$ cat src/rtl/oledf_pkg.sv
// Shared types, codes and constants for the OLED command/data framer.
// No dependencies; used by the window tracker, the top level and the testbench.
package oledf_pkg;

  // Default display geometry
  localparam int DISPLAY_COLUMNS_DEF = 128;
  localparam int DISPLAY_PAGES_DEF   = 8;

  // Request kinds
  localparam logic [1:0] KIND_INIT     = 2'd0;
  localparam logic [1:0] KIND_CONTRAST = 2'd1;
  localparam logic [1:0] KIND_INVERT   = 2'd2;
  localparam logic [1:0] KIND_DATA     = 2'd3;

  // Configuration register indexes
  localparam logic [1:0] REG_COL_FIRST = 2'd0;
  localparam logic [1:0] REG_COL_LAST  = 2'd1;
  localparam logic [1:0] REG_ROW_FIRST = 2'd2;
  localparam logic [1:0] REG_ROW_LAST  = 2'd3;

  // Controller command bytes
  localparam logic [7:0] CMD_CONTRAST   = 8'h81;
  localparam logic [7:0] CMD_NORMAL     = 8'hA6;
  localparam logic [7:0] CMD_INVERSE    = 8'hA7;
  localparam logic [7:0] CMD_PAGE_START = 8'hB0;
  localparam logic [7:0] CMD_COL_LOW    = 8'h00;
  localparam logic [7:0] CMD_COL_HIGH   = 8'h10;

  // Start-up command list
  localparam int         INIT_LEN      = 25;
  localparam logic [4:0] INIT_LAST_IDX = 5'(INIT_LEN - 1);

  // Byte slots of a frame data burst: three header commands, then the data byte
  localparam logic [4:0] SLOT_PAGE     = 5'd0;
  localparam logic [4:0] SLOT_COL_LOW  = 5'd1;
  localparam logic [4:0] SLOT_COL_HIGH = 5'd2;
  localparam logic [4:0] SLOT_DATA     = 5'd3;

  // Header details handed from the window tracker at acceptance of a frame byte
  typedef struct packed {
    logic       hdr;   // byte opens a page row of the window
    logic [2:0] page;  // page for the page start command
    logic [6:0] col;   // window start column for the column commands
  } hdr_info_t;

  function automatic logic [7:0] init_byte(input logic [4:0] idx);
    logic [7:0] b;
    unique case (idx)
      5'd0:  b = 8'hAE;
      5'd1:  b = 8'h81;
      5'd2:  b = 8'h7F;
      5'd3:  b = 8'hA6;
      5'd4:  b = 8'hA4;
      5'd5:  b = 8'h2E;
      5'd6:  b = 8'h20;
      5'd7:  b = 8'h02;
      5'd8:  b = 8'hA1;
      5'd9:  b = 8'hA8;
      5'd10: b = 8'h3F;
      5'd11: b = 8'hC8;
      5'd12: b = 8'hD3;
      5'd13: b = 8'h00;
      5'd14: b = 8'hDA;
      5'd15: b = 8'h12;
      5'd16: b = 8'hD5;
      5'd17: b = 8'h80;
      5'd18: b = 8'hD9;
      5'd19: b = 8'h22;
      5'd20: b = 8'hDB;
      5'd21: b = 8'h20;
      5'd22: b = 8'h8D;
      5'd23: b = 8'h14;
      5'd24: b = 8'hAF;
      default: b = 8'h00;
    endcase
    return b;
  endfunction

endpackage

$ cat src/rtl/oledf_if.sv
// Valid/ready channel interfaces of the OLED framer: requests, output bytes, register writes.
// Depends on nothing; a beat moves at a clock edge with valid and ready both high.
interface oledf_req_if;
  logic       valid;
  logic       ready;
  logic [1:0] req_type;
  logic [7:0] value;
  modport source (output valid, output req_type, output value, input ready);
  modport sink (input valid, input req_type, input value, output ready);
endinterface

interface oledf_byte_if;
  logic       valid;
  logic       ready;
  logic [7:0] out_byte;
  logic       is_data;
  logic       last;
  modport source (output valid, output out_byte, output is_data, output last, input ready);
  modport sink (input valid, input out_byte, input is_data, input last, output ready);
endinterface

interface oledf_cfg_if;
  logic       valid;
  logic       ready;
  logic [1:0] index;
  logic [6:0] data;
  modport source (output valid, output index, output data, input ready);
  modport sink (input valid, input index, input data, output ready);
endinterface

$ cat src/rtl/oledf_window.sv
// Window registers and frame position counters of the OLED framer.
// Depends on oledf_pkg; gives the header details for the frame byte being accepted.
module oledf_window #(
  parameter int DISPLAY_COLUMNS = oledf_pkg::DISPLAY_COLUMNS_DEF,
  parameter int DISPLAY_PAGES   = oledf_pkg::DISPLAY_PAGES_DEF
) (
  input  logic                  clk,
  input  logic                  rst,
  input  logic                  cfg_we,
  input  logic [1:0]            cfg_index,
  input  logic [6:0]            cfg_data,
  input  logic                  data_take,
  output oledf_pkg::hdr_info_t  info
);

  localparam logic [6:0] COL_MAX  = 7'(DISPLAY_COLUMNS - 1);
  localparam logic [2:0] PAGE_MAX = 3'(DISPLAY_PAGES - 1);

  logic [6:0] col_first, col_last, col_first_next, col_last_next;
  logic [5:0] row_first, row_last, row_first_next, row_last_next;
  logic [6:0] column_pos, column_pos_next;
  logic [2:0] page_pos, page_pos_next;

  logic [6:0] cf, cl, cl_raw, cf_new, cl_tmp;
  logic [2:0] ps, pe, pe_raw, ps_new, pe_tmp;
  logic [6:0] cur_col;
  logic [2:0] cur_page;

  // Clamp the window to the display and lift an end below its start
  always_comb begin
    cf     = (col_first > COL_MAX) ? COL_MAX : col_first;
    cl_raw = (col_last > COL_MAX) ? COL_MAX : col_last;
    cl     = (cl_raw < cf) ? cf : cl_raw;
    ps     = (row_first[5:3] > PAGE_MAX) ? PAGE_MAX : row_first[5:3];
    pe_raw = (row_last[5:3] > PAGE_MAX) ? PAGE_MAX : row_last[5:3];
    pe     = (pe_raw < ps) ? ps : pe_raw;
  end

  // Pull a position outside the window back to its start
  always_comb begin
    if (column_pos < cf || column_pos > cl || page_pos < ps || page_pos > pe) begin
      cur_col  = cf;
      cur_page = ps;
    end else begin
      cur_col  = column_pos;
      cur_page = page_pos;
    end
  end

  assign info.hdr  = (cur_col == cf);
  assign info.page = cur_page;
  assign info.col  = cf;

  // Register writes
  always_comb begin
    col_first_next = col_first;
    col_last_next  = col_last;
    row_first_next = row_first;
    row_last_next  = row_last;
    if (cfg_we) begin
      unique case (cfg_index)
        oledf_pkg::REG_COL_FIRST: col_first_next = cfg_data;
        oledf_pkg::REG_COL_LAST:  col_last_next  = cfg_data;
        oledf_pkg::REG_ROW_FIRST: row_first_next = cfg_data[5:0];
        oledf_pkg::REG_ROW_LAST:  row_last_next  = cfg_data[5:0];
        default: ;
      endcase
    end
  end

  // Window start as seen after the write, for the frame restart
  always_comb begin
    cf_new = (col_first_next > COL_MAX) ? COL_MAX : col_first_next;
    ps_new = (row_first_next[5:3] > PAGE_MAX) ? PAGE_MAX : row_first_next[5:3];
    cl_tmp = cl;
    pe_tmp = pe;
  end

  // Advance the position: restart on a write, walk and wrap on a frame byte
  always_comb begin
    column_pos_next = column_pos;
    page_pos_next   = page_pos;
    priority if (cfg_we) begin
      column_pos_next = cf_new;
      page_pos_next   = ps_new;
    end else if (data_take) begin
      if (cur_col >= cl_tmp) begin
        column_pos_next = cf;
        page_pos_next   = (cur_page >= pe_tmp) ? ps : cur_page + 3'd1;
      end else begin
        column_pos_next = cur_col + 7'd1;
        page_pos_next   = cur_page;
      end
    end
  end

  always_ff @(posedge clk) begin
    if (rst) begin
      col_first  <= 7'd0;
      col_last   <= 7'd127;
      row_first  <= 6'd0;
      row_last   <= 6'd63;
      column_pos <= 7'd0;
      page_pos   <= 3'd0;
    end else begin
      col_first  <= col_first_next;
      col_last   <= col_last_next;
      row_first  <= row_first_next;
      row_last   <= row_last_next;
      column_pos <= column_pos_next;
      page_pos   <= page_pos_next;
    end
  end

endmodule

$ cat src/rtl/oled_command_data_framer.sv
// Top level of the OLED command/data framer: request sink, byte sequencer, output register.
// Depends on oledf_pkg, the channel interfaces in oledf_if and oledf_window.

// Turns requests into the byte stream of a page-addressed monochrome OLED controller, each
// byte tagged as data or command and the final byte of every burst marked with last. The
// sequencer sends one byte per clock into the output register unless it holds a stalled byte.
// A frame byte inside a page row is a single byte, one that opens a page row of the window is
// 4 (page, column low, column high, data), contrast is 2, invert 1 and the start-up list 25.
// A new request is taken in the cycle the previous burst hands over its
// last byte, so frame bytes stream at one per clock while the output side keeps up.
// Register writes are taken at any time, one per clock, and put the frame position back to
// the window start; they are meant for idle periods only.
module oled_command_data_framer #(
  parameter int DISPLAY_COLUMNS = oledf_pkg::DISPLAY_COLUMNS_DEF,
  parameter int DISPLAY_PAGES   = oledf_pkg::DISPLAY_PAGES_DEF
) (
  input  logic          clk,
  input  logic          rst,
  oledf_req_if.sink     req,
  oledf_byte_if.source  resp,
  oledf_cfg_if.sink     cfg
);

  oledf_pkg::hdr_info_t info;
  logic                 req_take, data_take;

  // Burst register
  logic       busy;
  logic [1:0] kind;
  logic [7:0] val;
  logic [2:0] page;
  logic [6:0] col;
  logic [4:0] idx;

  // Output register
  logic       ovalid;
  logic [7:0] obyte;
  logic       odata;
  logic       olast;

  logic [7:0] cur_byte;
  logic       cur_data;
  logic       cur_last;
  logic       out_load, gen_fire, done;

  assign cfg.ready = 1'b1;

  assign out_load  = !ovalid || resp.ready;
  assign gen_fire  = busy && out_load;
  assign done      = gen_fire && cur_last;
  assign req.ready = !busy || done;
  assign req_take  = req.valid && req.ready;
  assign data_take = req_take && (req.req_type == oledf_pkg::KIND_DATA);

  oledf_window #(
    .DISPLAY_COLUMNS (DISPLAY_COLUMNS),
    .DISPLAY_PAGES   (DISPLAY_PAGES)
  ) u_window (
    .clk       (clk),
    .rst       (rst),
    .cfg_we    (cfg.valid && cfg.ready),
    .cfg_index (cfg.index),
    .cfg_data  (cfg.data),
    .data_take (data_take),
    .info      (info)
  );

  // Pick the byte for the current slot of the burst
  always_comb begin
    cur_byte = 8'h00;
    cur_data = 1'b0;
    cur_last = 1'b0;
    unique case (kind)
      oledf_pkg::KIND_INIT: begin
        cur_byte = oledf_pkg::init_byte(idx);
        cur_last = (idx == oledf_pkg::INIT_LAST_IDX);
      end
      oledf_pkg::KIND_CONTRAST: begin
        cur_byte = (idx == 5'd0) ? oledf_pkg::CMD_CONTRAST : val;
        cur_last = (idx != 5'd0);
      end
      oledf_pkg::KIND_INVERT: begin
        cur_byte = (val != 8'h00) ? oledf_pkg::CMD_INVERSE : oledf_pkg::CMD_NORMAL;
        cur_last = 1'b1;
      end
      oledf_pkg::KIND_DATA: begin
        unique case (idx)
          oledf_pkg::SLOT_PAGE:     cur_byte = oledf_pkg::CMD_PAGE_START | {5'd0, page};
          oledf_pkg::SLOT_COL_LOW:  cur_byte = oledf_pkg::CMD_COL_LOW | {4'd0, col[3:0]};
          oledf_pkg::SLOT_COL_HIGH: cur_byte = oledf_pkg::CMD_COL_HIGH | {5'd0, col[6:4]};
          default: begin
            cur_byte = val;
            cur_data = 1'b1;
            cur_last = 1'b1;
          end
        endcase
      end
      default: ;
    endcase
  end

  // Load a new burst, advance through its slots, drop it after its last beat
  always_ff @(posedge clk) begin
    if (rst) begin
      busy <= 1'b0;
    end else if (req_take) begin
      busy <= 1'b1;
    end else if (done) begin
      busy <= 1'b0;
    end
  end

  always_ff @(posedge clk) begin
    if (req_take) begin
      kind <= req.req_type;
      val  <= req.value;
      page <= info.page;
      col  <= info.col;
      idx  <= (req.req_type == oledf_pkg::KIND_DATA && !info.hdr) ?
              oledf_pkg::SLOT_DATA : 5'd0;
    end else if (gen_fire && !cur_last) begin
      idx <= idx + 5'd1;
    end
  end

  // Output register: hold while stalled, refill when empty or taken
  always_ff @(posedge clk) begin
    if (rst) begin
      ovalid <= 1'b0;
    end else if (out_load) begin
      ovalid <= busy;
    end
  end

  always_ff @(posedge clk) begin
    if (gen_fire) begin
      obyte <= cur_byte;
      odata <= cur_data;
      olast <= cur_last;
    end
  end

  assign resp.valid    = ovalid;
  assign resp.out_byte = obyte;
  assign resp.is_data  = odata;
  assign resp.last     = olast;

endmodule

$ cat src/flat_wrapper.sv
// flat-port wrapper written by rule: the top's interface ports become plain ports
module oled_command_data_framer_flat 
#(
  parameter int DISPLAY_COLUMNS = oledf_pkg::DISPLAY_COLUMNS_DEF,
  parameter int DISPLAY_PAGES   = oledf_pkg::DISPLAY_PAGES_DEF
)
  (clk, rst, req_valid, req_req_type, req_value, req_ready, resp_valid, resp_out_byte, resp_is_data, resp_last, resp_ready, cfg_valid, cfg_index, cfg_data, cfg_ready);
  oledf_req_if req_i ();
  oledf_byte_if resp_i ();
  oledf_cfg_if cfg_i ();
  input  logic clk;
  input  logic rst;
  input wire logic [$bits(req_i.valid)-1:0] req_valid;
  input wire logic [$bits(req_i.req_type)-1:0] req_req_type;
  input wire logic [$bits(req_i.value)-1:0] req_value;
  output wire logic [$bits(req_i.ready)-1:0] req_ready;
  output wire logic [$bits(resp_i.valid)-1:0] resp_valid;
  output wire logic [$bits(resp_i.out_byte)-1:0] resp_out_byte;
  output wire logic [$bits(resp_i.is_data)-1:0] resp_is_data;
  output wire logic [$bits(resp_i.last)-1:0] resp_last;
  input wire logic [$bits(resp_i.ready)-1:0] resp_ready;
  input wire logic [$bits(cfg_i.valid)-1:0] cfg_valid;
  input wire logic [$bits(cfg_i.index)-1:0] cfg_index;
  input wire logic [$bits(cfg_i.data)-1:0] cfg_data;
  output wire logic [$bits(cfg_i.ready)-1:0] cfg_ready;
  assign req_i.valid = req_valid;
  assign req_i.req_type = req_req_type;
  assign req_i.value = req_value;
  assign req_ready = req_i.ready;
  assign resp_valid = resp_i.valid;
  assign resp_out_byte = resp_i.out_byte;
  assign resp_is_data = resp_i.is_data;
  assign resp_last = resp_i.last;
  assign resp_i.ready = resp_ready;
  assign cfg_i.valid = cfg_valid;
  assign cfg_i.index = cfg_index;
  assign cfg_i.data = cfg_data;
  assign cfg_ready = cfg_i.ready;
  oled_command_data_framer #(.DISPLAY_COLUMNS(DISPLAY_COLUMNS), .DISPLAY_PAGES(DISPLAY_PAGES)) u_core (.clk(clk), .rst(rst), .req(req_i), .resp(resp_i), .cfg(cfg_i));
endmodule
$ cat config.mk
export PLATFORM = sky130hd
export DESIGN_NAME = oled_command_data_framer_flat
export DESIGN_NICKNAME = d
export VERILOG_FILES = /design/src/rtl/oledf_pkg.sv /design/src/rtl/oledf_if.sv /design/src/rtl/oledf_window.sv /design/src/rtl/oled_command_data_framer.sv /design/src/flat_wrapper.sv
export SDC_FILE = /design/constraint.sdc
export NUM_CORES = 1
export LEC_CHECK = 0
export BUFFER_PORTS_ARGS = -buffer_cell sky130_fd_sc_hd__buf_4
export CORE_ASPECT_RATIO = 2
export CORE_MARGIN = 2
export CORE_UTILIZATION = 40
export DETAILED_ROUTE_END_ITERATION = 8
export GPL_ROUTABILITY_DRIVEN = 0
export GPL_TIMING_DRIVEN = 0
export SYNTH_ARGS = -nofsm -noshare
export SYNTH_HDL_FRONTEND = slang
export SYNTH_SLANG_ARGS = --single-unit
$ cat constraint.sdc
create_clock -name clk -period 10.1 [get_ports clk]
set_input_delay 2.02 -clock clk [delete_from_list [all_inputs] [get_ports clk]]
set_output_delay 2.02 -clock clk [all_outputs]
set_load 0.02 [all_outputs]
==> run summary <==
Initial antenna violation count: 0
Row Count: 58
Synth Area per Inst: 8.45 sq um
Pins Over Slew Limit: 0
Final core occ: 0.466
Leak: 2.26 nW
Hold path startpoint: u_core.busy
Maximum vdd ir drop: 0.0921 mV
CTS Sinks: 67
Maxcap violations: 0
Status: finished clean
Hpwl dp: 12700 um
Vias in the first global route: 4911
CTS Hold Buffers Added: 0
Number of enable flip-flop cells after synthesis: 35
ANT nets after route: 0
Core area: 0.0125 sq mm
Tightest Pin Transition: 0.713 ns
First-pass GRT wire length: 25200 um
Synth-to-Final Area Change: 14.5%
Asr flop ratio synth: 0
Max Freq: 131 MHz
Sequential fraction of the synthesis area: 0.333
Hold Crit Class: reg -> reg
Pwr/cell area: 150 mW/mm^2
Crit-path max FO: 10
Setup bufs post-CTS: 0
Top-count cell post-synth: nand2_1
WP data required: 10.31 ns
DIE WIDTH: 83.7 um
Cell taking the most area after synthesis: edfxtp_1
Skew final: 0.00644 ns
Initial Util: 0.407
IO buf count: 33
Largest net degree at the start of global routing: 29
Antenna diodes: 0
# H-tree levels: 3
# IOs: 37
GRT Resource Usage Total: 0.234
DR DRC count: 0
CTS tree: yes
Worst setup SP type: flip-flop
Longest Clk Path Bufs: 2
Clk Latency, worst-skew pair: 0.33 ns
R2r worst-path depth: 26
Syn nets: 662
Setup Viol. Count Final: 0
Hold Path End: u_core.resp.valid
Vias per cell: 6.14
Slowest-stage cell, CP: a2111oi_2
Grt total ovfl: 0
Crit path max-delay family: compound AO/OA/AOI/OAI gates
Clock slew at reported path FFs: 0.06 ns
Critical path type: reg -> reg
Fill count: 1235
Die H: 163 um
Minimum clock period: 7.62 ns
Fin Setup TNS: 0 ns
Crit Reg-Reg Startpoint: u_core.u_window.col_first[5]
Mapped cell area: 0.00509 sq mm
Ys Warns: 0
Routed wire length: 16200 um
Nets@finish: 706
Largest stage delay, worst path: 0.68 ns
Vias: 4918
Synth top area cells: edfxtp_1 (21%), dfxtp_1 (13%), ha_1 (8.9%)
Synthesized instance count: 602
R2R setup slack: 2.48 ns
Crit share post-route: 0.755
Post-synth top cells: nand2_1 (73), a21oi_1 (44), nor2_1 (44)
1st-pass router iterations: 5
Average wire per standard cell: 20.2 um
Num CTS Buffers: 9
Post-synth top flop: edfxtp_1
Die ar.: 0.0137 sq mm
Yosys reg bits: 67
Max_slew headroom: 0.523
Arr. time, crit path: 7.83 ns
Buf+Inv Stages, Crit Path: 4
RR Endpoint: u_core.u_window.column_pos[5]
RSZ-0062 raised after global routing: no
Worst Setup End Kind: flip-flop
Post_cts resized: 0
Layout cell share with drive strength beyond 1: 0.126
Hold Fails Final Rpt: 0
Synth top area share: 0.207
Root Driver: clkbuf_16
Synth cell types: 77
DR iter-0 viols: 274
Cell depth of the worst min-delay path: 2
## registers in the layout (all words and copies together), names as in the netlist
register,flops
u_core.resp.is_data,1
u_core.resp.last,1
u_core.idx,5
u_core.u_window.page_pos,3
u_core.resp.out_byte,8
u_core.val,8
u_core.col,7
u_core.u_window.row_last,3
u_core.resp.valid,1
u_core.u_window.row_first,3
u_core.u_window.col_first,7
u_core.busy,1
u_core.u_window.column_pos,7
u_core.page,3
u_core.u_window.col_last,7
u_core.kind,2
## layer usage
layer  routed length (um)  track usage  share of wire
met1                 5290        0.207           0.33
met2                 8980        0.460           0.55
met3                  581       0.0328          0.036
met4                 1350        0.180          0.083
met5                    0            0              0
## through the flow
stage          instances  power (mW)  hold slack [ns]  worst slack (ns)  area [sq um]
4_1_cts              801       0.874            0.477              2.61          5820
6_report             801       0.875            0.476              2.48          5820
5_1_grt              801       0.915            0.486              2.15          5820
2_1_floorplan        602       0.488            0.448              3.92          5090
3_3_place_gp         785       0.555            0.457              2.75          5520
3_5_place_dp         785       0.560            0.468              2.65          5520
## cell families (layout without fill, tap and decap cells)
| family | count (synthesis) | after routing | synth area share |
|---|---|---|---|
| AO/OA/AOI/OAI | 175 | 175 | 0.242 |
| XOR/XNOR | 13 | 13 | 0.0224 |
| adder cells (fa/ha/maj) | 40 | 40 | 0.0972 |
| buffers and inverters | 81 | 130 | 0.0664 |
| flip-flops | 67 | 67 | 0.333 |
| multiplexers | 27 | 27 | 0.0568 |
| other | 1 | 1 | 0.000737 |
| AND/OR/NAND/NOR | 198 | 198 | 0.182 |
## power by group
group | switching [mW] | internal (mW)
registers | 0.0196 | 0.309
clock network | 0.124 | 0.192
logic | 0.141 | 0.0889
total | 0.285 | 0.590
## worst max-delay path by stage
stage / to / slack [ns] / cells past startpoint / startpoint
final: u_core.u_window.column_pos[5] / 2.48 / 26 / u_core.u_window.col_first[5]
after global routing: u_core.u_window.column_pos[0] / 2.15 / 27 / u_core.u_window.col_first[5]
after CTS: u_core.u_window.column_pos[5] / 2.61 / 26 / u_core.u_window.col_first[5]
after detailed placement: u_core.u_window.column_pos[5] / 2.65 / 26 / u_core.u_window.col_first[5]
after global placement: u_core.u_window.column_pos[5] / 2.75 / 28 / u_core.u_window.col_first[5]
after floorplan: u_core.u_window.column_pos[6] / 3.92 / 29 / u_core.u_window.row_first[4]
## final cells by class
type | count | area [sq um] | area share
buffer | 45 | 204 | 0.0350
clock buffer | 9 | 225 | 0.0387
clock inverter | 7 | 73.8 | 0.0127
inverter | 36 | 135 | 0.0232
multi-input combinational | 454 | 3060 | 0.525
sequential | 67 | 1690 | 0.291
tap | 150 | 188 | 0.0322
timing repair buffer | 33 | 248 | 0.0426
## placed cells by master, fill, tap and decap left out, types with 5 or more instances in the layout
cell type	Yosys	final
xnor2_1	9	9
o211ai_1	8	8
clkbuf_1	37	36
o21a_1	10	10
o21ai_0	28	28
nand2b_1	11	11
and3_1	7	7
a21oi_1	44	44
clkbuf_16	0	9
nor4_1	7	7
mux2i_1	21	21
a31oi_1	9	9
nor2_1	44	44
nor3_1	10	10
buf_4	2	35
a211oi_1	8	8
o21ai_1	5	5
ha_1	36	36
nand3_1	21	21
nand2_1	73	73
edfxtp_1	35	35
inv_1	34	34
dfxtp_1	32	32
mux2_2	5	5
## worst register-to-register path, cell delays in order (launching register included)
cell and delay, ns:
dfxtp_1 0.30, clkbuf_1 0.48, inv_1 0.38, ha_1 0.35, a2111oi_2 0.68, o21a_1 0.32
nor2_1 0.17, a21oi_1 0.34, ha_1 0.36, a2111oi_2 0.40, o211ai_2 0.25, nand2_4 0.21
mux2i_1 0.34, ha_1 0.29, nand2b_1 0.14, a21oi_1 0.21, nor2_1 0.13, a41oi_2 0.17
o221ai_1 0.15, maj3_2 0.33, maj3_2 0.32, a311o_1 0.38, buf_6 0.16, buf_6 0.14
and4_1 0.19, a21oi_1 0.20, o31ai_1 0.11
No activity file was read; power rests on OpenSTA's default activity.
